`config.mk`:
```
export PLATFORM = sky130hd
export DESIGN_NAME = sql_wire_message_tracker_core
export DESIGN_NICKNAME = d
export VERILOG_FILES = /design/src/rtl/swmt_pkg.sv /design/src/rtl/swmt_framer.sv /design/src/rtl/sql_wire_message_tracker_core.sv
export VERILOG_INCLUDE_DIRS = /design/src /design/src/rtl
export SDC_FILE = /design/constraint.sdc
export NUM_CORES = 1
export LEC_CHECK = 0
export BUFFER_PORTS_ARGS = -buffer_cell sky130_fd_sc_hd__buf_2
export CAP_MARGIN = 20
export CORE_ASPECT_RATIO = 1.4
export CORE_MARGIN = 1.5
export CORE_UTILIZATION = 45
export CTS_CLUSTER_SIZE = 24
export DETAILED_ROUTE_END_ITERATION = 8
export GPL_TIMING_DRIVEN = 1
export SETUP_SLACK_MARGIN = 0.15
export SLEW_MARGIN = 10
export SYNTH_ARGS = -nofsm -noshare
export SYNTH_HDL_FRONTEND = slang
export SYNTH_SLANG_ARGS = --single-unit
```
`constraint.sdc`:
```
create_clock -name clock -period 5.2 [get_ports clock]
set_input_delay 0.78 -clock clock [delete_from_list [all_inputs] [get_ports clock]]
set_output_delay 0.78 -clock clock [all_outputs]
set_load 0.01 [all_outputs]
```
`src/rtl/sql_wire_message_tracker_core_macros.svh`:
```
// Assertion macros shared by the tracker RTL.
`ifndef SQL_WIRE_MESSAGE_TRACKER_CORE_MACROS_SVH
`define SQL_WIRE_MESSAGE_TRACKER_CORE_MACROS_SVH

// The consequent must hold in the same cycle as the antecedent.
`define SWMT_ASSERT_SAME(label, clk, rst, ante, cons, msg) \
   label: assert property (@(posedge clk) disable iff (rst) (ante) |-> (cons)) \
      else $error(msg);

// The consequent must hold in the cycle after the antecedent.
`define SWMT_ASSERT_NEXT(label, clk, rst, ante, cons, msg) \
   label: assert property (@(posedge clk) disable iff (rst) (ante) |=> (cons)) \
      else $error(msg);

`endif

```
`src/rtl/swmt_pkg.sv`:
```
package swmt_pkg;

   localparam int TOTAL_BITS = 32;

   // Header position codes of one direction's framer.
   localparam logic [2:0] HDR_KIND      = 3'd0;
   localparam logic [2:0] HDR_LEN_FIRST = 3'd1;
   localparam logic [2:0] HDR_LEN_LAST  = 3'd4;
   localparam logic [2:0] HDR_BODY      = 3'd5;

   localparam logic [31:0] MIN_LEN = 32'd4;

   // Message kinds and status codes.
   localparam logic [7:0] KIND_QUERY   = 8'h51;
   localparam logic [7:0] KIND_EXECUTE = 8'h45;
   localparam logic [7:0] KIND_STATUS  = 8'h5A;
   localparam logic [7:0] STATUS_IDLE  = 8'h49;

   typedef struct packed {
      logic start;
      logic last;
      logic err;
      logic body;
      logic to_body;
   } frame_info_type;

endpackage

```
`src/rtl/swmt_framer.sv`:
```
module swmt_framer (
   input  logic                    clock,
   input  logic                    reset,
   input  logic                    step,
   input  logic [7:0]              data_byte,
   output swmt_pkg::frame_info_type info
);

   logic [2:0]  pos_ff, pos_in;
   logic [31:0] acc_ff, acc_in;
   logic [31:0] left_ff, left_in;
   logic [31:0] acc_shift;

   assign acc_shift = {acc_ff[23:0], data_byte};

   always_comb begin
      pos_in  = pos_ff;
      acc_in  = acc_ff;
      left_in = left_ff;
      info    = '0;
      if (pos_ff >= swmt_pkg::HDR_LEN_FIRST && pos_ff <= swmt_pkg::HDR_LEN_LAST) begin
         acc_in = acc_shift;
         if (pos_ff == swmt_pkg::HDR_LEN_LAST) begin
            // A short length counts as the minimum, which leaves an empty body.
            if (acc_shift < swmt_pkg::MIN_LEN) begin
               info.err = 1'b1;
               left_in  = '0;
            end else begin
               left_in = acc_shift - swmt_pkg::MIN_LEN;
            end
            if (acc_shift <= swmt_pkg::MIN_LEN) begin
               info.last = 1'b1;
               pos_in    = swmt_pkg::HDR_KIND;
            end else begin
               info.to_body = 1'b1;
               pos_in       = swmt_pkg::HDR_BODY;
            end
         end else begin
            pos_in = pos_ff + 3'd1;
         end
      end else if (pos_ff == swmt_pkg::HDR_BODY) begin
         info.body = 1'b1;
         if (left_ff > 32'd1) begin
            left_in = left_ff - 32'd1;
         end else begin
            left_in   = '0;
            info.last = 1'b1;
            pos_in    = swmt_pkg::HDR_KIND;
         end
      end else begin
         // Kind byte; unreachable positions fall here as well.
         info.start = 1'b1;
         acc_in     = '0;
         left_in    = '0;
         pos_in     = swmt_pkg::HDR_LEN_FIRST;
      end
   end

   always_ff @(posedge clock) begin
      if (reset) begin
         pos_ff  <= swmt_pkg::HDR_KIND;
         acc_ff  <= '0;
         left_ff <= '0;
      end else if (step) begin
         pos_ff  <= pos_in;
         acc_ff  <= acc_in;
         left_ff <= left_in;
      end
   end

endmodule

```
`src/rtl/sql_wire_message_tracker_core.sv`:
```
// Byte-serial tracker for a length-prefixed database wire stream.
// The req channel carries one word per byte: req_from_server picks the
// direction and req_data_byte is the next byte of that direction's stream.
// The rsp channel returns exactly one word per request word, in order, with
// the message framing flags, the query and transaction pulses, the current
// transaction flag and the two wrapping totals as they stand after the byte.
// A word is taken when valid is high and stall is low on that channel.
// From acceptance to rsp_valid the word sits in the
// input register, then the framing and counter logic loads the result register.
// Throughput is one byte per cycle; the result register frees the input
// register whenever the receiver is not stalling.
// When rsp_stall is high while a result word is valid, that word holds, the input register keeps
// its word and req_stall rises once that register is full.
// A synchronous reset returns both framers to expecting a kind byte, clears
// the transaction flag and both counters, and empties both registers.
`include "sql_wire_message_tracker_core_macros.svh"

module sql_wire_message_tracker_core #(
   parameter int COUNTER_BITS = 32
) (
   input  logic        clock,
   input  logic        reset,
   input  logic        req_valid,
   output logic        req_stall,
   input  logic        req_from_server,
   input  logic [7:0]  req_data_byte,
   output logic        rsp_valid,
   input  logic        rsp_stall,
   output logic        rsp_message_start,
   output logic        rsp_message_end,
   output logic        rsp_length_error,
   output logic        rsp_query_seen,
   output logic        rsp_tx_started,
   output logic        rsp_in_transaction,
   output logic [31:0] rsp_query_total,
   output logic [31:0] rsp_tx_total
);

   localparam int TotalBits = swmt_pkg::TOTAL_BITS;

   logic       in_valid_ff;
   logic       from_server_ff;
   logic [7:0] data_byte_ff;

   logic rsp_valid_ff;
   logic message_start_ff, message_end_ff, length_error_ff;
   logic query_seen_ff, tx_started_ff, in_transaction_ff;
   logic [TotalBits-1:0] query_total_ff, tx_total_ff;

   logic [7:0] server_kind_ff, server_kind_in;
   logic       first_body_ff, first_body_in;
   logic       tx_flag_ff, tx_flag_in;
   logic [COUNTER_BITS-1:0] query_count_ff, query_count_in;
   logic [COUNTER_BITS-1:0] tx_count_ff, tx_count_in;
   logic [TotalBits-1:0] query_total_in, tx_total_in;

   logic advance, fire, client_step, server_step;
   logic query_in, tx_start_in, active;
   swmt_pkg::frame_info_type client_info, server_info, info;

   assign advance     = !rsp_valid_ff || !rsp_stall;
   assign fire        = in_valid_ff && advance;
   assign req_stall   = in_valid_ff && !advance;
   assign client_step = fire && !from_server_ff;
   assign server_step = fire && from_server_ff;

   swmt_framer u_client_framer (
      .clock     (clock),
      .reset     (reset),
      .step      (client_step),
      .data_byte (data_byte_ff),
      .info      (client_info)
   );

   swmt_framer u_server_framer (
      .clock     (clock),
      .reset     (reset),
      .step      (server_step),
      .data_byte (data_byte_ff),
      .info      (server_info)
   );

   assign info   = from_server_ff ? server_info : client_info;
   assign active = (data_byte_ff != swmt_pkg::STATUS_IDLE);

   always_comb begin
      server_kind_in = server_kind_ff;
      first_body_in  = first_body_ff;
      tx_flag_in     = tx_flag_ff;
      query_count_in = query_count_ff;
      tx_count_in    = tx_count_ff;
      query_in       = 1'b0;
      tx_start_in    = 1'b0;
      if (!from_server_ff) begin
         if (client_info.start && (data_byte_ff == swmt_pkg::KIND_QUERY ||
                                   data_byte_ff == swmt_pkg::KIND_EXECUTE)) begin
            query_in       = 1'b1;
            query_count_in = query_count_ff + 1'b1;
         end
      end else if (server_info.start) begin
         server_kind_in = data_byte_ff;
         first_body_in  = 1'b0;
      end else if (server_info.to_body) begin
         first_body_in = 1'b1;
      end else if (server_info.body) begin
         // Only the first body byte of a status message carries the state.
         if (first_body_ff && server_kind_ff == swmt_pkg::KIND_STATUS) begin
            if (active && !tx_flag_ff) begin
               tx_start_in = 1'b1;
               tx_count_in = tx_count_ff + 1'b1;
            end
            tx_flag_in = active;
         end
         first_body_in = 1'b0;
      end
   end

   if (COUNTER_BITS >= TotalBits) begin : g_total_trunc
      assign query_total_in = query_count_in[TotalBits-1:0];
      assign tx_total_in    = tx_count_in[TotalBits-1:0];
   end else begin : g_total_ext
      assign query_total_in = {{(TotalBits-COUNTER_BITS){1'b0}}, query_count_in};
      assign tx_total_in    = {{(TotalBits-COUNTER_BITS){1'b0}}, tx_count_in};
   end

   always_ff @(posedge clock) begin
      if (reset) begin
         in_valid_ff <= 1'b0;
      end else if (!req_stall) begin
         in_valid_ff <= req_valid;
      end
   end

   always_ff @(posedge clock) begin
      if (!req_stall && req_valid) begin
         from_server_ff <= req_from_server;
         data_byte_ff   <= req_data_byte;
      end
   end

   always_ff @(posedge clock) begin
      if (reset) begin
         server_kind_ff <= '0;
         first_body_ff  <= 1'b0;
         tx_flag_ff     <= 1'b0;
         query_count_ff <= '0;
         tx_count_ff    <= '0;
      end else if (fire) begin
         server_kind_ff <= server_kind_in;
         first_body_ff  <= first_body_in;
         tx_flag_ff     <= tx_flag_in;
         query_count_ff <= query_count_in;
         tx_count_ff    <= tx_count_in;
      end
   end

   always_ff @(posedge clock) begin
      if (reset) begin
         rsp_valid_ff <= 1'b0;
      end else if (advance) begin
         rsp_valid_ff <= in_valid_ff;
      end
   end

   always_ff @(posedge clock) begin
      if (fire) begin
         message_start_ff  <= info.start;
         message_end_ff    <= info.last;
         length_error_ff   <= info.err;
         query_seen_ff     <= query_in;
         tx_started_ff     <= tx_start_in;
         in_transaction_ff <= tx_flag_in;
         query_total_ff    <= query_total_in;
         tx_total_ff       <= tx_total_in;
      end
   end

   assign rsp_valid          = rsp_valid_ff;
   assign rsp_message_start  = message_start_ff;
   assign rsp_message_end    = message_end_ff;
   assign rsp_length_error   = length_error_ff;
   assign rsp_query_seen     = query_seen_ff;
   assign rsp_tx_started     = tx_started_ff;
   assign rsp_in_transaction = in_transaction_ff;
   assign rsp_query_total    = query_total_ff;
   assign rsp_tx_total       = tx_total_ff;

   `SWMT_ASSERT_SAME(a_error_ends_message, clock, reset, fire && info.err, info.last,
      "short length did not end the message")
   `SWMT_ASSERT_SAME(a_start_not_last, clock, reset, fire && info.start,
      !info.last && !info.body, "kind byte also flagged as last or body")
   `SWMT_ASSERT_NEXT(a_fire_gives_word, clock, reset, fire, rsp_valid_ff,
      "accepted byte produced no result word")
   `SWMT_ASSERT_SAME(a_tx_start_sets_flag, clock, reset, rsp_valid_ff && tx_started_ff,
      in_transaction_ff && !query_seen_ff, "transaction start without transaction flag")

endmodule

```
==> results of run 1 <==
area by class of cell:
cell class | count | area [µm²]
Sequential cell | 273 | 6260
Tap cell | 390 | 488
Clock buffer | 35 | 727
Multi-Input combinational cell | 1196 | 7270
Clock inverter | 16 | 224
Timing Repair Buffer | 111 | 638
Fill cell | 2931 | 15000
Inverter | 40 | 151
kinds of logic after synthesis:
kind of cell,after synthesis
AND/OR/NAND/NOR,712
AO/OA/AOI/OAI,293
flip-flops,273
XOR/XNOR,161
buffers and inverters,139
multiplexers,15
adder cells (fa/ha/maj),15
power by group:
group	switching, mW	total (mW)	internal [mW]	leakage (nW)
combinational	0.236	0.331	0.0952	2.97
sequential	0.0297	2.26	2.23	2.28
clock	0.873	2.11	1.24	0.452
total	1.14	4.70	3.56	5.70
sequential cells by signal (all words and copies together), names as in the netlist, 3 cells and up:
signal / flops
query_count_ff: 32
u_server_framer.left_ff: 32
u_client_framer.pos_ff: 3
rsp_tx_total: 32
u_client_framer.left_ff: 32
u_server_framer.pos_ff: 3
u_client_framer.acc_ff: 24
data_byte_ff: 8
rsp_query_total: 32
u_server_framer.acc_ff: 24
server_kind_ff: 8
tx_count_ff: 32
metrics by stage:
stage / setup slack [ns] / std cells
finish: 1.74 / 2061
global route: 1.54 / 2061
detailed placement: 1.79 / 2009
global placement: 1.84 / 2009
floorplan: 0.808 / 1608
CTS: 1.76 / 2060
final timing paths:
kind | start | endpoint | slack, ns | depth (start not counted)
max | data_byte_ff[2] | rsp_query_total[31] | 1.74 | 8
min | req_data_byte[5] | data_byte_ff[5] | 0.38 | 1
max reg2reg | data_byte_ff[2] | rsp_query_total[31] | 1.74 | 8
min reg2reg | u_server_framer.left_ff[24] | u_server_framer.left_ff[24] | 0.47 | 2
cell usage in the layout, fill, tap and decap left out, types with 8 or more instances in the layout:
master	instances
sky130_fd_sc_hd__a21oi_1	77
sky130_fd_sc_hd__a22oi_1	35
sky130_fd_sc_hd__a31oi_1	13
sky130_fd_sc_hd__a32o_1	9
sky130_fd_sc_hd__a32oi_1	19
sky130_fd_sc_hd__and2_1	9
sky130_fd_sc_hd__and3_1	11
sky130_fd_sc_hd__buf_2	83
sky130_fd_sc_hd__buf_4	27
sky130_fd_sc_hd__clkbuf_16	28
sky130_fd_sc_hd__dfxtp_1	194
sky130_fd_sc_hd__edfxtp_1	79
sky130_fd_sc_hd__ha_1	15
sky130_fd_sc_hd__inv_1	38
sky130_fd_sc_hd__mux2i_1	9
sky130_fd_sc_hd__nand2_1	138
sky130_fd_sc_hd__nand2b_1	18
sky130_fd_sc_hd__nand3_1	78
sky130_fd_sc_hd__nand4_1	29
sky130_fd_sc_hd__nor2_1	193
sky130_fd_sc_hd__nor3_1	87
sky130_fd_sc_hd__nor4_1	58
sky130_fd_sc_hd__o21ai_0	56
sky130_fd_sc_hd__o22ai_1	8
sky130_fd_sc_hd__o31ai_1	11
sky130_fd_sc_hd__o32ai_1	11
sky130_fd_sc_hd__or2_2	8
sky130_fd_sc_hd__or3_1	27
sky130_fd_sc_hd__or4_1	24
sky130_fd_sc_hd__xnor2_1	86
sky130_fd_sc_hd__xor2_1	75
per-layer routing:
layer,track usage,vias up
li1,-,5932
met1,0.284,5861
met2,0.409,365
met3,0.0299,78
met4,0.0934,0
met5,0,-
critical path: stages (launching register included):
cell	delay [ns]
sky130_fd_sc_hd__edfxtp_1	0.51
sky130_fd_sc_hd__inv_1	0.16
sky130_fd_sc_hd__ha_1	0.46
sky130_fd_sc_hd__mux2_2	0.28
sky130_fd_sc_hd__nand4b_1	0.18
sky130_fd_sc_hd__or4_1	0.78
sky130_fd_sc_hd__or2_2	0.47
sky130_fd_sc_hd__nor3_1	0.24
sky130_fd_sc_hd__xor2_1	0.09
==> flow_summary.rst, run 1 <==
.. list-table::
   :header-rows: 1

   * - Metric
     - Value
   * - Maximum achievable frequency
     - 0.289 GHz
   * - Resized cells post-CTS
     - 0
   * - Core Rows
     - 76
   * - Crit path launch type
     - flip-flop
   * - Yosys cell types
     - 68
   * - Leading post-synthesis cells by cell area
     - sky130_fd_sc_hd__dfxtp_1 (28%), sky130_fd_sc_hd__edfxtp_1 (17%), sky130_fd_sc_hd__xnor2_1 (5.4%), sky130_fd_sc_hd__nor2_1 (5.2%), sky130_fd_sc_hd__xor2_1 (4.7%)
   * - Clock latency reported for the late side of the worst-skew pair
     - 0.57 ns
   * - Proportion of synthesized area in mux cells
     - 0.0112
   * - Transition time at the pin with the least slew margin
     - 1.04 ns
   * - Final weighted congestion in routability-driven placement
     - 0.893
   * - Setup violations, final
     - 0
   * - Total leakage power
     - 5.70 nW
   * - Top-level port count
     - 85
   * - Post-synthesis share of cell area spent on full adders, half adders and majority gates
     - 0.0134
   * - Post-route core utilization
     - 0.513
   * - Top layer reached by signal wires
     - met4
   * - Crit share post-route
     - 0.665
   * - Post-synth ARST share
     - 0
   * - Count of maximum capacitance violations
     - 0
   * - Setup crit end kind
     - flip-flop
   * - Syn Nets
     - 1636
   * - Die X
     - 152 µm
   * - Drt initial violations
     - 917
   * - Final antenna-violating net count
     - 0
   * - ANT cells
     - 0
   * - Cell area after layout
     - 15800 µm²
   * - Leftover overflow at the end of global routing
     - 0
   * - Share of the synthesized area in the top cell type
     - 0.277
   * - Initial Util
     - 0.457
   * - Detailed-route DRC error count
     - 0
   * - Final Net Count
     - 1678
   * - Synth Area in XOR/XNOR
     - 0.101
   * - Synth warnings
     - 0
   * - Total routed wire length on the met1 layer
     - 16000 µm
   * - Library cell occupying the most area in the post-synthesis netlist
     - sky130_fd_sc_hd__dfxtp_1
   * - DP Wirelength
     - 26100 µm
   * - Routed wirelength normalized by instance count
     - 18.4 µm
   * - Die Span Y
     - 212 µm
   * - Cts hold-fix bufs
     - 0
   * - GRT Util Overall
     - 0.231
   * - Core region area
     - 30700 µm²
   * - Final-report max-slew violation count
     - 0
   * - Library cell with the highest instance count after synthesis
     - sky130_fd_sc_hd__dfxtp_1
   * - Power Density
     - 299 nW/µm²
   * - Overall power of the completed layout
     - 4.70 mW
   * - Worst Hold Class
     - input pin to flip-flop
   * - Share of the yosys chip area belonging to registers
     - 0.446
   * - Clock edge transition at the registers on the reported setup and hold paths
     - 0.07 ns
   * - Number of buffers created by CTS
     - 28
   * - Number of hold violations in the final report
     - 0
   * - Synthesized area per cell
     - 8.72 µm²
   * - IO buf count
     - 84
   * - Share of synthesized cell area in and, or, nand and nor gates
     - 0.252
   * - Post-route minimum period
     - 3.46 ns
   * - Setup TNS
     - 0 ns
   * - H-tree depth
     - 1
   * - Clk buf depth
     - 3
   * - Synth Register Bits
     - 273
   * - First-pass GRT wire length
     - 61100 µm
   * - DR WL met3
     - 1950 µm
   * - TritonRoute pass-1 iters
     - 6
   * - Via density per instance
     - 5.94
   * - Post-synthesis instance total
     - 1608
   * - Final Hold Slack
     - 0.384 ns
   * - Total Die Area
     - 32300 µm²
   * - Via count of the first global-routing pass
     - 11600
   * - Run status
     - finished, final reports clean
   * - Start-to-end type of the worst setup path
     - flip-flop to flip-flop
   * - Count of flip-flops with a built-in enable after synthesis
     - 79
   * - Synth Area in Compound Gates
     - 0.139
   * - Placed Area
     - 14800 µm²
   * - CP max FO
     - 12
   * - Sum of routed wire length over all layers
     - 38000 µm
   * - Area overhead of the layout relative to synthesis
     - 12.3%
   * - Share of final-layout standard cells stronger than drive strength 1
     - 0.111
   * - Critical path arrival
     - 3.76 ns
   * - Maximum number of pins on one net before global-route repair
     - 175
   * - Clock root buffer
     - sky130_fd_sc_hd__clkbuf_16
   * - Number of buffers added for setup after CTS
     - 0
   * - RSZ-0062 raised after global routing
     - false
   * - Met2 routed wirelength
     - 18800 µm
   * - Vias post-DR
     - 12200
   * - Predominant post-synthesis flop cell
     - sky130_fd_sc_hd__dfxtp_1
   * - IR drop worst, VDD
     - 0.217 mV
   * - Required time worst endpoint
     - 5.50 ns
   * - Dominant combinational cell family by area after synthesis
     - simple AND/OR/NAND/NOR gates
   * - Clock sinks
     - 273
   * - Initial antenna violation count
     - 0
   * - Clock skew
     - 0.0198 ns
   * - TritonCTS clock tree
     - done
   * - Post-synth design cell area
     - 14000 µm²
   * - Cell types with the highest counts after synthesis
     - sky130_fd_sc_hd__dfxtp_1 (194), sky130_fd_sc_hd__nor2_1 (193), sky130_fd_sc_hd__nand2_1 (138), sky130_fd_sc_hd__nor3_1 (89), sky130_fd_sc_hd__clkbuf_1 (88)
   * - Normalized max-slew margin
     - 0.306
No activity file was read; power rests on OpenSTA's default activity.
==> run 2, diff against run 1 <==
==> constraint.sdc (replaced) <==
create_clock -name clock -period 3.2 [get_ports clock]
set_input_delay 0.48 -clock clock [delete_from_list [all_inputs] [get_ports clock]]
set_output_delay 0.48 -clock clock [all_outputs]
set_load 0.01 [all_outputs]
==> flow_summary.rst, run 2 (synthesis results as in run 1) <==
.. list-table::
   :header-rows: 1

   * - Metric
     - Value
   * - Sum of routed wire length over all layers
     - 41300 µm (was 38000 µm)
   * - Core region area
     - 30700 µm² (unchanged)
   * - Launch instance of the worst register-to-register path
     - u_server_framer.pos_ff[1] (was data_byte_ff[2])
   * - Die Span Y
     - 212 µm (unchanged)
   * - Number of buffers created by CTS
     - 29 (was 28)
   * - Maximum achievable frequency
     - 0.341 GHz (was 0.289 GHz)
   * - ANT cells
     - 0 (unchanged)
   * - Hold path start
     - req_data_byte[7] (was req_data_byte[5])
   * - Total leakage power
     - 5.91 nW (was 5.70 nW)
   * - Clock root buffer
     - sky130_fd_sc_hd__clkbuf_16 (unchanged)
   * - H-tree depth
     - 1 (unchanged)
   * - Final antenna-violating net count
     - 0 (unchanged)
   * - Critical path cell sequence
     - inv_1 -> ha_2 -> nand3b_4 -> or4_4 -> or4_4 -> buf_4 -> nor3_1 -> buf_4 -> nand3_1 -> xnor2_1 (was inv_1 -> ha_1 -> mux2_2 -> nand4b_1 -> or4_1 -> or2_2 -> nor3_1 -> xor2_1)
   * - Initial Util
     - 0.457 (unchanged)
   * - Final weighted congestion in routability-driven placement
     - 0.920 (was 0.893)
   * - Clock sinks
     - 273 (unchanged)
   * - Routed wirelength normalized by instance count
     - 19.6 µm (was 18.4 µm)
   * - Transition time at the pin with the least slew margin
     - 1.02 ns (was 1.04 ns)
   * - Power Density
     - 461 nW/µm² (was 299 nW/µm²)
   * - Count of maximum capacitance violations
     - 0 (unchanged)
   * - RSZ-0062 raised after global routing
     - false (unchanged)
   * - TritonCTS clock tree
     - done (unchanged)
   * - Detailed-route DRC error count
     - 0 (unchanged)
   * - IR drop worst, VDD
     - 0.367 mV (was 0.217 mV)
   * - Start-to-end type of the worst setup path
     - flip-flop to flip-flop (unchanged)
   * - Crit share post-route
     - 0.917 (was 0.665)
   * - Total Die Area
     - 32300 µm² (unchanged)
   * - Initial antenna violation count
     - 0 (unchanged)
   * - GRT Util Overall
     - 0.253 (was 0.231)
   * - Clk buf depth
     - 3 (unchanged)
   * - Number of hold violations in the final report
     - 0 (unchanged)
   * - Final Net Count
     - 1727 (was 1678)
   * - Normalized max-slew margin
     - 0.317 (was 0.306)
   * - Number of cells traversed by the worst hold path
     - 1 (unchanged)
   * - IO buf count
     - 84 (unchanged)
   * - Via density per instance
     - 5.89 (was 5.94)
   * - Leftover overflow at the end of global routing
     - 0 (unchanged)
   * - CP max FO
     - 9 (was 12)
   * - Final-report max-slew violation count
     - 0 (unchanged)
   * - Run status
     - finished, final reports clean (unchanged)
   * - Setup TNS
     - 0 ns (unchanged)
   * - Count of cells along the worst register-to-register path
     - 10 (was 8)
   * - Terminus of the critical flop-to-flop path
     - rsp_tx_total[27] (was rsp_query_total[31])
   * - Setup violations, final
     - 0 (unchanged)
   * - Maximum number of pins on one net before global-route repair
     - 64 (was 175)
   * - Clock edge transition at the registers on the reported setup and hold paths
     - 0.06 ns (was 0.07 ns)
   * - Vias post-DR
     - 12400 (was 12200)
   * - Commonest non-fill, non-tap cell in the layout
     - sky130_fd_sc_hd__nor2_1 (was sky130_fd_sc_hd__dfxtp_1)
   * - Slowest library cell on the worst path
     - sky130_fd_sc_hd__or4_4 (was sky130_fd_sc_hd__or4_1)
   * - First-pass GRT wire length
     - 65200 µm (was 61100 µm)
   * - Die X
     - 152 µm (unchanged)
   * - Drt initial violations
     - 693 (was 917)
   * - Cell area after layout
     - 16100 µm² (was 15800 µm²)
   * - Area overhead of the layout relative to synthesis
     - 14.8% (was 12.3%)
   * - Via count of the first global-routing pass
     - 12000 (was 11600)
   * - Maximum cell stage delay along the critical path
     - 0.55 ns (was 0.78 ns)
   * - Share of final-layout standard cells stronger than drive strength 1
     - 0.141 (was 0.111)
   * - Final Hold Slack
     - 0.0973 ns (was 0.384 ns)
   * - Worst Hold Class
     - input pin to flip-flop (unchanged)
   * - Endpoint, Worst Hold
     - data_byte_ff[7] (was data_byte_ff[5])
   * - TritonRoute pass-1 iters
     - 5 (was 6)
   * - Internal reg-to-reg setup slack
     - 0.26 ns (was 1.74 ns)
   * - Required time worst endpoint
     - 3.50 ns (was 5.50 ns)
   * - Clock skew
     - 0.00859 ns (was 0.0198 ns)
   * - Most frequent cells in the layout
     - sky130_fd_sc_hd__nor2_1 (193), sky130_fd_sc_hd__dfxtp_1 (192), sky130_fd_sc_hd__nand2_1 (138) (was sky130_fd_sc_hd__dfxtp_1 (194), sky130_fd_sc_hd__nor2_1 (193), sky130_fd_sc_hd__nand2_1 (138))
   * - Crit path launch type
     - flip-flop (unchanged)
   * - Top-level port count
     - 85 (unchanged)
   * - Core Rows
     - 76 (unchanged)
   * - Post-route minimum period
     - 2.94 ns (was 3.46 ns)
   * - DP Wirelength
     - 29400 µm (was 26100 µm)
   * - Placed Area
     - 15200 µm² (was 14800 µm²)
   * - Critical path arrival
     - 3.24 ns (was 3.76 ns)
   * - Setup crit end kind
     - flip-flop (unchanged)
   * - Clock latency reported for the late side of the worst-skew pair
     - 0.56 ns (was 0.57 ns)
==> run 2: changes by cell type in the layout (fill, tap and decap cells not counted), sizes merged <==
cell      previous run  this run
inv                 38        39
bufinv               5         1
clkinv              10        16
clkinvlp             3         2
buf                111       159
==> run 2: per-stage QoR <==
stage | std cells | total power, mW | util | worst slack (ns)
after CTS | 2110 | 7.49 | 0.522 | 0.179
after global placement | 2057 | 4.32 | 0.494 | 0.236
final | 2111 | 7.43 | 0.524 | 0.265
after floorplan | 1608 | 4.08 | - | 0.165
after detailed placement | 2057 | 4.32 | 0.494 | 0.190
after global routing | 2111 | 7.70 | 0.524 | 0.120
==> run 2: worst max path at each step <==
stage / slack (ns) / start / depth (start not counted) / to
global route: 0.12 / u_client_framer.pos_ff[1] / 9 / rsp_query_total[25]
finish: 0.26 / u_server_framer.pos_ff[1] / 10 / rsp_tx_total[27]
detailed placement: 0.19 / u_client_framer.left_ff[8] / 7 / u_client_framer.left_ff[28]
floorplan: 0.16 / u_server_framer.pos_ff[1] / 10 / tx_count_ff[31]
global placement: 0.24 / u_server_framer.pos_ff[1] / 8 / tx_count_ff[29]
CTS: 0.18 / u_client_framer.left_ff[8] / 7 / u_client_framer.left_ff[28]
==> run 2: final cells by class <==
cell class	instances	area, µm²
fill	2943	14600
multi-input combinational	1196	7310
sequential	273	6260
timing repair buffer	159	1010
clock buffer	35	758
tap	390	488
inverter	40	151
clock inverter	18	119
==> run 2: layer usage <==
layer / part of all wire / track usage
met5: 0 / 0
met4: 0.065 / 0.168
met3: 0.047 / 0.0323
met2: 0.50 / 0.451
met1: 0.39 / 0.281
==> run 2: where the power goes <==
| group | total (mW) | leakage (nW) | switching [mW] | internal (mW) |
|---|---|---|---|---|
| Clock | 3.18 | 0.428 | 1.41 | 1.76 |
| Sequential | 3.66 | 2.28 | 0.0382 | 3.62 |
| Combinational | 0.595 | 3.20 | 0.412 | 0.182 |
| Total | 7.43 | 5.91 | 1.86 | 5.56 |
==> run 2: critical path: cells and delay by family (launching register included) <==
kind                     cells  cell delay (ns)
XOR/XNOR                     1             0.14
adder cells (fa/ha/maj)      1             0.21
buffers and inverters        3             0.45
flip-flops                   1             0.39
AND/OR/NAND/NOR              5             1.49
==> run 2: repair_timing <==
| action | CTS | global route |
|---|---|---|
| hold buffers | 0 | 0 |
| buffers inserted | 0 | 1 |
| endpoints found under the hold margin | 0 | 0 |
| gates resized for setup | 0 | 8 |
| endpoints found under the setup margin | 0 | 31 |
==> run 3, diff against run 2 <==
--- a/config.mk
+++ b/config.mk
@@ -10,10 +10,11 @@
 export CAP_MARGIN = 20
 export CORE_ASPECT_RATIO = 1.4
 export CORE_MARGIN = 1.5
-export CORE_UTILIZATION = 45
+export CORE_UTILIZATION = 61
 export CTS_CLUSTER_SIZE = 24
 export DETAILED_ROUTE_END_ITERATION = 8
 export GPL_TIMING_DRIVEN = 1
+export PLACE_DENSITY = 0.8
 export SETUP_SLACK_MARGIN = 0.15
 export SLEW_MARGIN = 10
 export SYNTH_ARGS = -nofsm -noshare
==> constraint.sdc (replaced) <==
create_clock -name clock -period 3.2 [get_ports clock]
set_input_delay 0.48 -clock clock [delete_from_list [all_inputs] [get_ports clock]]
set_output_delay 0.48 -clock clock [all_outputs]
set_load 0.1 [all_outputs]
==> flow_summary.rst, run 3 (synthesis results as in run 1) <==
.. list-table::
   :header-rows: 1

   * - Metric
     - Value
   * - Normalized max-slew margin
     - 0.319 (was 0.317)
   * - Slowest library cell on the worst path
     - sky130_fd_sc_hd__a21oi_1 (was sky130_fd_sc_hd__or4_4)
   * - Clock root buffer
     - sky130_fd_sc_hd__clkbuf_16 (unchanged)
   * - Share of total power in combinational logic
     - 0.110 (was 0.080)
   * - Area overhead of the layout relative to synthesis
     - 14.1% (was 14.8%)
   * - Final instance count without filler cells
     - 2020 (was 2111)
   * - Crit path launch type
     - flip-flop (unchanged)
   * - Clock edge transition at the registers on the reported setup and hold paths
     - 0.07 ns (was 0.06 ns)
   * - Clock sinks
     - 273 (unchanged)
   * - Sum of routed wire length over all layers
     - 37300 µm (was 41300 µm)
   * - Maximum achievable frequency
     - 0.340 GHz (was 0.341 GHz)
   * - Post-route minimum period
     - 2.94 ns (about the same)
   * - Clk buf depth
     - 3 (unchanged)
   * - Switching power summed over all nets
     - 2.17 mW (was 1.86 mW)
   * - Reg power frac
     - 0.465 (was 0.492)
   * - Final antenna-violating net count
     - 0 (unchanged)
   * - Final Hold Slack
     - 0.0947 ns (was 0.0973 ns)
   * - Setup crit end kind
     - flip-flop (unchanged)
   * - Required time worst endpoint
     - 3.67 ns (was 3.50 ns)
   * - Flip-flop and latch area
     - 6260 µm² (about the same)
   * - Clock latency reported for the late side of the worst-skew pair
     - 0.55 ns (was 0.56 ns)
   * - Post-route core utilization
     - 0.710 (was 0.524)
   * - Top-level port count
     - 85 (unchanged)
   * - TritonCTS clock tree
     - done (unchanged)
   * - Area of the multi-input gates
     - 7280 µm² (was 7310 µm²)
   * - Placed Area
     - 15100 µm² (was 15200 µm²)
   * - Overall power of the completed layout
     - 7.87 mW (was 7.43 mW)
   * - Start-to-end type of the worst setup path
     - flip-flop to flip-flop (unchanged)
   * - Via density per instance
     - 6.35 (was 5.89)
   * - Routed wirelength normalized by instance count
     - 18.4 µm (was 19.6 µm)
   * - Number of buffers created by CTS
     - 27 (was 29)
   * - Clock share of power
     - 0.425 (was 0.428)
   * - Post-placement cell count
     - 1970 (was 2057)
   * - Initial Util
     - 0.623 (was 0.457)
   * - Core region area
     - 22500 µm² (was 30700 µm²)
   * - Number of hold violations in the final report
     - 0 (unchanged)
   * - Core Rows
     - 65 (was 76)
   * - DP Wirelength
     - 26000 µm (was 29400 µm)
   * - Total Die Area
     - 23900 µm² (was 32300 µm²)
   * - Final-report max-slew violation count
     - 0 (unchanged)
   * - Vias post-DR
     - 12800 (was 12400)
   * - Clock skew
     - 0.0213 ns (was 0.00859 ns)
   * - Critical path arrival
     - 3.41 ns (was 3.24 ns)
   * - ANT cells
     - 0 (unchanged)
   * - First-pass GRT wire length
     - 61400 µm (was 65200 µm)
   * - Total leakage power
     - 5.94 nW (was 5.91 nW)
   * - Total of fill cells in the finished design
     - 1772 (was 2943)
   * - Die X
     - 131 µm (was 152 µm)
   * - Setup TNS
     - 0 ns (unchanged)
   * - CP max FO
     - 10 (was 9)
   * - H-tree depth
     - 1 (unchanged)
   * - Power Density
     - 492 nW/µm² (was 461 nW/µm²)
   * - IR drop worst, VDD
     - 0.525 mV (was 0.367 mV)
   * - IO buf count
     - 84 (unchanged)
   * - Cell Int Power
     - 5.70 mW (was 5.56 mW)
   * - Run status
     - finished, final reports clean (unchanged)
   * - Final weighted congestion in routability-driven placement
     - 0.904 (was 0.920)
   * - Detailed-route DRC error count
     - 0 (unchanged)
   * - Critical path cell sequence
     - inv_1 -> ha_1 -> buf_4 -> o21ba_2 -> nor3_1 -> nand2b_1 -> a21oi_1 -> a22oi_1 -> a31oi_1 (was inv_1 -> ha_2 -> nand3b_4 -> or4_4 -> or4_4 -> buf_4 -> nor3_1 -> buf_4 -> nand3_1 -> xnor2_1)
   * - Count of maximum capacitance violations
     - 0 (unchanged)
   * - Die Span Y
     - 182 µm (was 212 µm)
   * - Share of final-layout standard cells stronger than drive strength 1
     - 0.145 (was 0.141)
   * - TritonRoute pass-1 iters
     - 6 (was 5)
   * - Crit share post-route
     - 0.919 (was 0.917)
   * - Most frequent cells in the layout
     - sky130_fd_sc_hd__nor2_1 (193), sky130_fd_sc_hd__dfxtp_1 (192), sky130_fd_sc_hd__nand2_1 (138) (unchanged)
   * - Pre-CTS setup slack
     - 0.173 ns (was 0.190 ns)
   * - Commonest non-fill, non-tap cell in the layout
     - sky130_fd_sc_hd__nor2_1 (unchanged)
   * - Transition time at the pin with the least slew margin
     - 1.02 ns (about the same)
   * - Final Net Count
     - 1726 (was 1727)
   * - Cell area after layout
     - 16000 µm² (was 16100 µm²)
   * - Initial antenna violation count
     - 0 (unchanged)
   * - RSZ-0062 raised after global routing
     - false (unchanged)
   * - Setup violations, final
     - 0 (unchanged)
   * - Worst Hold Class
     - input pin to flip-flop (unchanged)
   * - Maximum number of pins on one net before global-route repair
     - 82 (was 64)
   * - GRT Util Overall
     - 0.309 (was 0.253)
   * - Post-layout worst setup margin
     - 0.260 ns (was 0.265 ns)
   * - Cts hold-fix bufs
     - 0 (unchanged)
   * - Drt initial violations
     - 1260 (was 693)
   * - Leftover overflow at the end of global routing
     - 0 (unchanged)
   * - Number of buffers added for setup after CTS
     - 0 (unchanged)
   * - Maximum cell stage delay along the critical path
     - 0.81 ns (was 0.55 ns)
   * - Via count of the first global-routing pass
     - 12400 (was 12000)
   * - Switching part of the total
     - 0.276 (was 0.251)
==> run 3: metal layers <==
layer,wire (µm),global-route usage
met1,14600,0.371
met4,1610,0.145
met5,0,0
met3,2540,0.0433
met2,18500,0.547
==> run 3: final timing paths <==
path | start | to | slack [ns] | depth (start not counted)
worst min-delay path | req_data_byte[3] | data_byte_ff[3] | 0.09 | 1
worst max register to register | u_server_framer.pos_ff[1] | u_server_framer.left_ff[10] | 0.26 | 9
worst min register to register | u_server_framer.left_ff[24] | u_server_framer.left_ff[24] | 0.46 | 2
worst max-delay path | u_server_framer.pos_ff[1] | u_server_framer.left_ff[10] | 0.26 | 9
==> run 3: critical path: cells and delay by family, from the launching register on <==
| family | cells | cell delay, ns |
|---|---|---|
| flops | 1 | 0.38 |
| compound gates | 4 | 1.43 |
| simple gates | 2 | 0.58 |
| fa+ha+maj | 1 | 0.22 |
| buf+inv | 2 | 0.23 |
==> run 3: final cells by class <==
cell class / instances / share of cell area
Sequential cell: 273 / 0.391
Multi-Input combinational cell: 1196 / 0.455
Timing Repair Buffer: 160 / 0.0629
Tap cell: 301 / 0.0235
Clock inverter: 23 / 0.0159
Inverter: 40 / 0.00946
Clock buffer: 27 / 0.0422
==> run 3: power by group through the flow <==
stage / clock network (mW) / registers, mW / logic, mW
detailed placement: 0 / 3.73 / 0.853
global route: 3.53 / 3.66 / 0.915
CTS: 3.39 / 3.66 / 0.857
floorplan: 0 / 4.04 / 0.329
finish: 3.34 / 3.66 / 0.870
global placement: 0 / 3.73 / 0.846
==> run 3: what timing repair did <==
| action | 4_1_cts | 5_1_grt |
|---|---|---|
| resized for setup | 1 | 5 |
| setup endpoints to repair | 1 | 12 |
| cloned | 0 | 0 |
| pin swaps | 0 | 1 |
